$ cat src/hw/rtl/wvb_pkg.sv
// Shared types and constants of the window vote binarise filter.
`default_nettype none

package wvb_pkg;

    // Field and register widths.
    localparam int PIX_W      = 8;
    localparam int FW_W       = 11;
    localparam int FH_W       = 11;
    localparam int KS_W       = 3;
    localparam int ROW_W      = 10;
    localparam int COL_OUT_W  = 10;
    localparam int APB_AW     = 4;
    localparam int APB_DW     = 32;

    // Frame height limit and the vote factor of the threshold.
    localparam int MAX_HEIGHT  = 1024;
    localparam int VOTE_FACTOR = 5;

    // The kernel size register holds three bits, so a window never exceeds 7 by 7.
    localparam int KS_LIMIT   = 7;
    localparam int COL_SUM_W  = 11;
    localparam int WIN_SUM_W  = 14;
    localparam int THR_W      = 11;

    // Register map, one 32-bit word per register.
    typedef enum logic [1:0] {
        REG_FRAME_WIDTH  = 2'd0,
        REG_FRAME_HEIGHT = 2'd1,
        REG_KERNEL_SIZE  = 2'd2,
        REG_FG_VALUE     = 2'd3
    } wvb_reg_idx_t;

    // Result information that travels down the pipeline with each pixel.
    typedef struct packed {
        logic                 emit;
        logic [ROW_W-1:0]     center_row;
        logic [COL_OUT_W-1:0] center_col;
        logic                 frame_end;
    } wvb_tag_t;

endpackage

`default_nettype wire

$ cat src/hw/rtl/wvb_cell.sv
// One window column cell: holds a column sum, shifts it on and adds it into the window sum.
`default_nettype none

module wvb_cell import wvb_pkg::*; (
    input  wire logic                 aclk,
    input  wire logic                 shift_en,
    input  wire logic [COL_SUM_W-1:0] col_in,
    input  wire logic                 active,
    input  wire logic [WIN_SUM_W-1:0] acc_in,
    output logic      [COL_SUM_W-1:0] col_out,
    output logic      [WIN_SUM_W-1:0] acc_out
);

    logic [COL_SUM_W-1:0] col_reg;

    // Take the neighbour's column whenever a new pixel enters the window.
    always_ff @(posedge aclk) begin
        if (shift_en) begin
            col_reg <= col_in;
        end
    end

    // Only the columns inside the current kernel count towards the sum.
    assign acc_out = acc_in + (active ? WIN_SUM_W'(col_reg) : '0);
    assign col_out = col_reg;

endmodule

`default_nettype wire

$ cat config.mk
export PLATFORM = sky130hd
export DESIGN_NAME = wvb_cell
export DESIGN_NICKNAME = d
export VERILOG_FILES = /design/src/hw/rtl/wvb_pkg.sv /design/src/hw/rtl/wvb_cell.sv
export SDC_FILE = /design/constraint.sdc
export NUM_CORES = 1
export LEC_CHECK = 0
export ABC_AREA = 1
export BUFFER_PORTS_ARGS = -buffer_cell sky130_fd_sc_hd__buf_2
export CAP_MARGIN = 10
export CORE_MARGIN = 1
export CORE_UTILIZATION = 51
export DETAILED_ROUTE_END_ITERATION = 10
export PLACE_DENSITY = 0.82
export RECOVER_POWER = 100
export SYNTH_ARGS = -nofsm -noshare
export SYNTH_HDL_FRONTEND = slang
export SYNTH_SLANG_ARGS = --single-unit
export TNS_END_PERCENT = 1
$ cat constraint.sdc
create_clock -name aclk -period 6.4 [get_ports aclk]
set_clock_uncertainty 0.2 [all_clocks]
set_input_delay 1.92 -clock aclk [delete_from_list [all_inputs] [get_ports aclk]]
set_output_delay 1.92 -clock aclk [all_outputs]
set_load 0.03 [all_outputs]
# Yosys cells after proc, flatten, opt, wreduce, memory -nomap -nowiden

Index checks and enable logic that the tools add are counted.

Latch bits: 0
Register bits after elaboration: 11
Bits of input ports: 28
ROM bits: 0
RAM bits: 0
Word-level logic and storage cells: 3
Output and inout bits: 25
Memories: 0

Multiplexer cells: 1
Bitwise operators: 0
$lt $le $gt $ge: 0
Divide/modulo/power cells: 0
Eq/ne operators: 0
Reduce and logical (&&, ||, !) cells: 0
Shift-type cells: 0
$mul: 0
$add $sub $neg: 1

Operator list:

| kind                    | number |
|---|---|
| adder 14 x 11 -> 14 bit | 1 |
| 2-to-1 mux 11 bit       | 1 |

# Depth between registers and ports, before layout

Gate-level depths: netlist of run 1.

Word-level depth: 2
Mapped depth: 13
Depth with buffers taken out: 12

# Worst setup path before layout of run 1

No wires, ideal clock.

Path kind: input port to output port
Start point: input port active
End point: output port acc_out[8]
Buffers on the path: 1
Required time: 4.280 ns
Setup slack: 0.524 ns
Arrival: 3.756 ns
Cell stages on the path: 11
Cell sequence: clkbuf_1 nand2_1 inv_1 ha_1 inv_1 fa_1 nor2_4 nor2_4 nor2_2 nor2_2 xnor2_1

Longest elaborated chain between the ends: 2

Ends and longest elaborated chain:

| element                 | line           | text |
|---|---|---|
| start, declared         | wvb_cell.sv:8  | `input wire logic active,` |
| 2-to-1 mux 11 bit       | wvb_cell.sv:24 | `assign acc_out = acc_in + (active ? WIN_SUM_W'(col_reg) : '0);` |
| adder 14 x 11 -> 14 bit | wvb_cell.sv:24 |  |
| end, declared           | wvb_cell.sv:11 | `output logic [WIN_SUM_W-1:0] acc_out` |

No other way between the ends.

# Worst setup path after layout of run 1

Start point: input port active
End point: output port acc_out[6]

Same word-level chain as after synthesis.

==> results.tsv, run 1 <==
metric	value	unit
outcome	complete, no violations	
share of cells above drive strength 1	0.281	
Routed WL per cell	8.62	µm
Post-Syn Area	1210	µm²
starting density of the core	0.543	
Post-synth top cells	nand2_1 (53), inv_1 (33), nand2_2 (12), edfxtp_1 (11), ha_1 (11)	
core area	2230	µm²
max-cap violation count	0	
max-slew violations	0	
ys async rst share	0	
gpl congestion	0.859	
Resized Gates After CTS	0	
pin count of the biggest net entering global routing	12	
Fin. Hold Viols	0	
# rows	17	
Crit path arrival time	3720	ps
CP Data Required Time	4280	ps
CTS Buf Count	3	
Cell variety after synth	25	
GR Util All Layers	0.200	
die height	50.8	µm
Clock transition at path regs	60	ps
Tcrit/Tclk final	0.912	
chip width	50.8	µm
Post-CTS Setup Repair Bufs	0	
Mapped Cells	173	
htree depth	1	
slew of the pin with the lowest slew margin	523	ps
HPWL after DPL	2.04	mm
DR pass1 iterations	4	
Cell Chain, Critical Path	clkbuf_1 -> nand2_1 -> inv_1 -> ha_1 -> inv_1 -> fa_1 -> nor2_4 -> nor2_4 -> o21ai_2 -> xor2_1 -> buf_2	
antenna viol nets, final	0	
max FFs per register	11	
Initial DRC Count	10	
IO Count	53	
Startpoint Class	input port	
Crit-path slowest cell	fa_1	
CP peak stage delay	440	ps
Peak VDD IR	0.000171	V
f_max	171	MHz
vias post-DR	1147	
top cell type's share of synthesized area	0.272	
remaining global-route overflow	0	
Yosys top cell by area	edfxtp_1	
final hold slack	1630	ps
Slew HR	0.651	
first-pass GRT wire length	3.83	mm
Lkg Pwr	0.851	nW
Seq/Total Area, Yosys	0.272	
syn_nets	213	
endpoint class of the critical path	output pin	
CTS Hold Bufs	0	
clock sinks	11	
setup TNS	0	ps
flops & latches, synth	11	
worst min path class	in2reg	
pwr dens	184	nW/µm²
final net count	269	
Antenna Cells	0	
layout overhead on the synthesized area	23.9	%
main area contributors after synthesis	edfxtp_1 (27%), nand2_1 (16%), ha_1 (11%)	
Setup Crit Path Kind	in2out	
clock root buffer	clkbuf_4	
overall die area	2580	µm²
RSZ-0062 raised after global routing	false	
vias per cell	4.48	
clk buf depth	2	
number of synthesized flops with an enable pin	11	
number of global-route vias before repair	1031	
Post-route DRC	0	
Setup-failing EPs final	0	
count leader, synth	nand2_1	
initial antenna violation count	0	
CTS tree	built	
Routed WL	2.21	mm
Mean Syn Cell Area	7.02	µm²
crit path max fanout	11	
Final min period	5840	ps
synth warn	0	
IO buf count	52	
Main synth FF type	edfxtp_1	
-- worst max-delay path, delay by kind of cell --
| family | cells | cell delay [ps] |
|---|---|---|
| buf+inv | 4 | 640 |
| fa+ha+maj | 2 | 600 |
| simple gates | 3 | 300 |
| xor+xnor | 1 | 140 |
| compound gates | 1 | 120 |
-- cell families (layout without fill, tap and decap cells) --
kind of cell,count (synthesis),after routing,synth area share
buf+inv,41,96,0.127
xor+xnor,7,7,0.0505
flops,11,11,0.272
fa+ha+maj,12,12,0.130
simple gates,95,95,0.384
compound gates,7,7,0.0371
-- layout make-up --
| class | count | area, µm² |
|---|---|---|
| inverters | 40 | 150 |
| repair buffers | 52 | 233 |
| well taps | 28 | 35.0 |
| multi-input cells | 121 | 729 |
| fillers | 236 | 729 |
| clock buffers | 4 | 26.3 |
| flip-flops and latches | 11 | 330 |
-- placed cells by master, fill, tap and decap left out, drive strengths merged --
cell type,n
nand2,65
a21oi,5
nand3b,1
edfxtp,11
ha,11
a22oi,1
inv,39
clkbuf,26
nand4,3
nor3,1
and2,1
o21ai,1
xor2,3
nor2,16
clkinv,1
or2,1
fa,1
nand3,7
buf,30
xnor2,4
-- layer usage --
metal	wire length [µm]	GRT usage
met3	142	0.0394
met1	996	0.227
met2	1020	0.347
met5	0	0
met4	46	0.111
-- report_power, final --
group | internal, W | switching, W
Clock | 0.0000240 | 0.0000198
Sequential | 0.0000858 | 0.00000244
Combinational | 0.0000440 | 0.000100
-- worst paths after layout --
check	startpoint	end	slack (ps)	cells after the start
setup / recovery	active	acc_out[6]	560	11
hold / removal	col_in[5]	col_out[5]	1630	1
-- stage by stage --
stage          setup WS [ps]  area, µm²  std cells   util  total power (W)
6_report                 562       1500        256  0.673         0.000276
5_1_grt                  337       1500        256  0.673         0.000296
4_1_cts                  712       1530        256  0.686         0.000284
3_5_place_dp             711       1510        252  0.674         0.000239
3_3_place_gp             752       1510        252  0.674         0.000237
2_1_floorplan            524       1210        173      -         0.000200
No activity file was read; power rests on OpenSTA's default activity.
==> run 2, diff against run 1 <==
--- a/config.mk
+++ b/config.mk
@@ -8,7 +8,7 @@
 export ABC_AREA = 1
 export BUFFER_PORTS_ARGS = -buffer_cell sky130_fd_sc_hd__buf_2
 export CAP_MARGIN = 10
-export CORE_MARGIN = 1
+export CORE_MARGIN = 2
 export CORE_UTILIZATION = 51
 export DETAILED_ROUTE_END_ITERATION = 10
 export PLACE_DENSITY = 0.82
==> run 2 against run 1 <==
  * Global-route usage shrank 0.69 points
  * Combinational power is essentially flat
  * Total power shrank 0.74%
  * Sequential power is essentially flat
  * Flip-flop and latch count is the same
  * Critical endpoint is now acc_out[8]
  * Largest power group unchanged
==> results.tsv, run 2 (synthesis gave the netlist of run 1 again) <==
metric	value	unit	change
outcome	complete, no violations		
Setup Crit Path Kind	in2out		
antenna viol nets, final	0		unchanged
design area	1500	µm²	-0.50%
Routed WL per cell	9.22	µm	+7.0%
gpl congestion	0.895		+4.1%
Combinational Power Share	0.522		about the same
share of cells above drive strength 1	0.263		-0.0175
endpoint class of the critical path	output pin		
vias per cell	4.69		+4.6%
Core Util, Final	0.670		-0.00336
Clock transition at path regs	60	ps	about the same
GR Util All Layers	0.193		-0.00693
commonest non-fill, non-tap cell in the layout	nand2_1		
Resized Gates After CTS	0		unchanged
HPWL after DPL	2.14	mm	+4.9%
chip width	52.8	µm	+3.9%
Crit path arrival time	3670	ps	-50 ps
final net count	269		unchanged
IO buf count	52		unchanged
net switching power	0.000122	W	-0.52%
worst min path class	in2reg		
Power Internal	0.000152	W	-0.91%
sequential share of power	0.323		+0.003
IO Count	53		unchanged
Antenna Cells	0		unchanged
Peak VDD IR	0.000148	V	-13%
CP Data Required Time	4280	ps	about the same
vias post-DR	1200		+4.6%
setup TNS	0	ps	unchanged
first-pass GRT wire length	4.01	mm	+4.7%
Routed WL	2.36	mm	+7.0%
commonest non-fill, non-tap cells in the layout	nand2_1 (53), inv_1 (33), buf_2 (27)		
Fin. Hold Viols	0		unchanged
Post-route DRC	0		unchanged
core area	2230	µm²	unchanged
CTS tree	built		
initial antenna violation count	0		unchanged
clk buf depth	2		unchanged
remaining global-route overflow	0		unchanged
f_max	173	MHz	+0.80%
# rows	17		unchanged
pin count of the biggest net entering global routing	12		unchanged
placed instance area	1510	µm²	unchanged
clock sinks	11		unchanged
Clock Power Share	0.155		-0.004
Slew HR	0.652		about the same
max FFs per register	11		unchanged
switching share of power	0.444		+0.000973
CTS Hold Bufs	0		unchanged
Startpoint Class	input port		
number of global-route vias before repair	1079		+4.7%
Tcrit/Tclk final	0.905		-0.00724
CTS Buf Count	3		unchanged
Lkg Pwr	0.842	nW	-0.99%
pwr dens	183	nW/µm²	-0.24%
clock root buffer	clkbuf_4		
Setup-failing EPs final	0		unchanged
Final min period	5790	ps	-46.4 ps
max-slew violations	0		unchanged
htree depth	1		unchanged
die height	52.8	µm	+3.9%
slew of the pin with the lowest slew margin	522	ps	-0.907 ps
DR pass1 iterations	6		+2
layout overhead on the synthesized area	23.3	%	
Initial DRC Count	18		+8
starting density of the core	0.543		unchanged
Post-CTS Setup Repair Bufs	0		unchanged
crit path max fanout	11		unchanged
RSZ-0062 raised after global routing	false		
max-cap violation count	0		unchanged
overall die area	2790	µm²	+8.0%
-- run 2: cell count changes in the layout (fill, tap and decap cells not counted) --
cell,change
a21oi_1,+1
a21oi_2,-1
buf_2,-3
clkbuf_1,+3
-- run 2: worst max-delay path: stages --
cell	delay, ps
buf_2	170
nand2_1	70
inv_1	50
ha_1	160
inv_1	60
fa_1	440
nor2_4	150
nor2_4	60
nor2_2	90
nor2_2	40
xnor2_1	130
clkbuf_1	320
-- run 2: path summary, 6_finish.rpt --
kind,startpoint,to,slack [ps],depth (start not counted)
max,active,acc_out[8],610,12
min,col_in[0],col_out[0],1640,1
-- run 2: layout make-up --
cell class / count / area (µm²)
fillers: 224 / 737
well taps: 28 / 35.0
clock buffers: 4 / 26.3
repair buffers: 52 / 229
flip-flops and latches: 11 / 330
multi-input cells: 121 / 726
inverters: 40 / 150
-- run 2: metal layers --
metal	vias up	part of all wire	global-route usage
li1	640	-	-
met1	520	0.43	0.222
met2	38	0.49	0.335
met3	2	0.072	0.0486
met4	0	0.0089	0.0812
met5	-	0	0
-- run 2: power by group through the flow --
stage	clock network (W)	logic, W	registers, W
floorplan	0	0.0000990	0.000101
global placement	0	0.000148	0.0000895
detailed placement	0	0.000150	0.0000899
CTS	0.0000443	0.000150	0.0000884
global route	0.0000477	0.000158	0.0000892
finish	0.0000426	0.000143	0.0000885
-- run 2: through the flow --
stage	hold slack, ps	worst slack (ps)	instances	total power [W]
6_report	1640	609	256	0.000274
5_1_grt	1620	428	256	0.000295
4_1_cts	1630	696	256	0.000283
3_5_place_dp	1900	697	252	0.000240
3_3_place_gp	1900	753	252	0.000238
2_1_floorplan	1820	524	173	0.000200
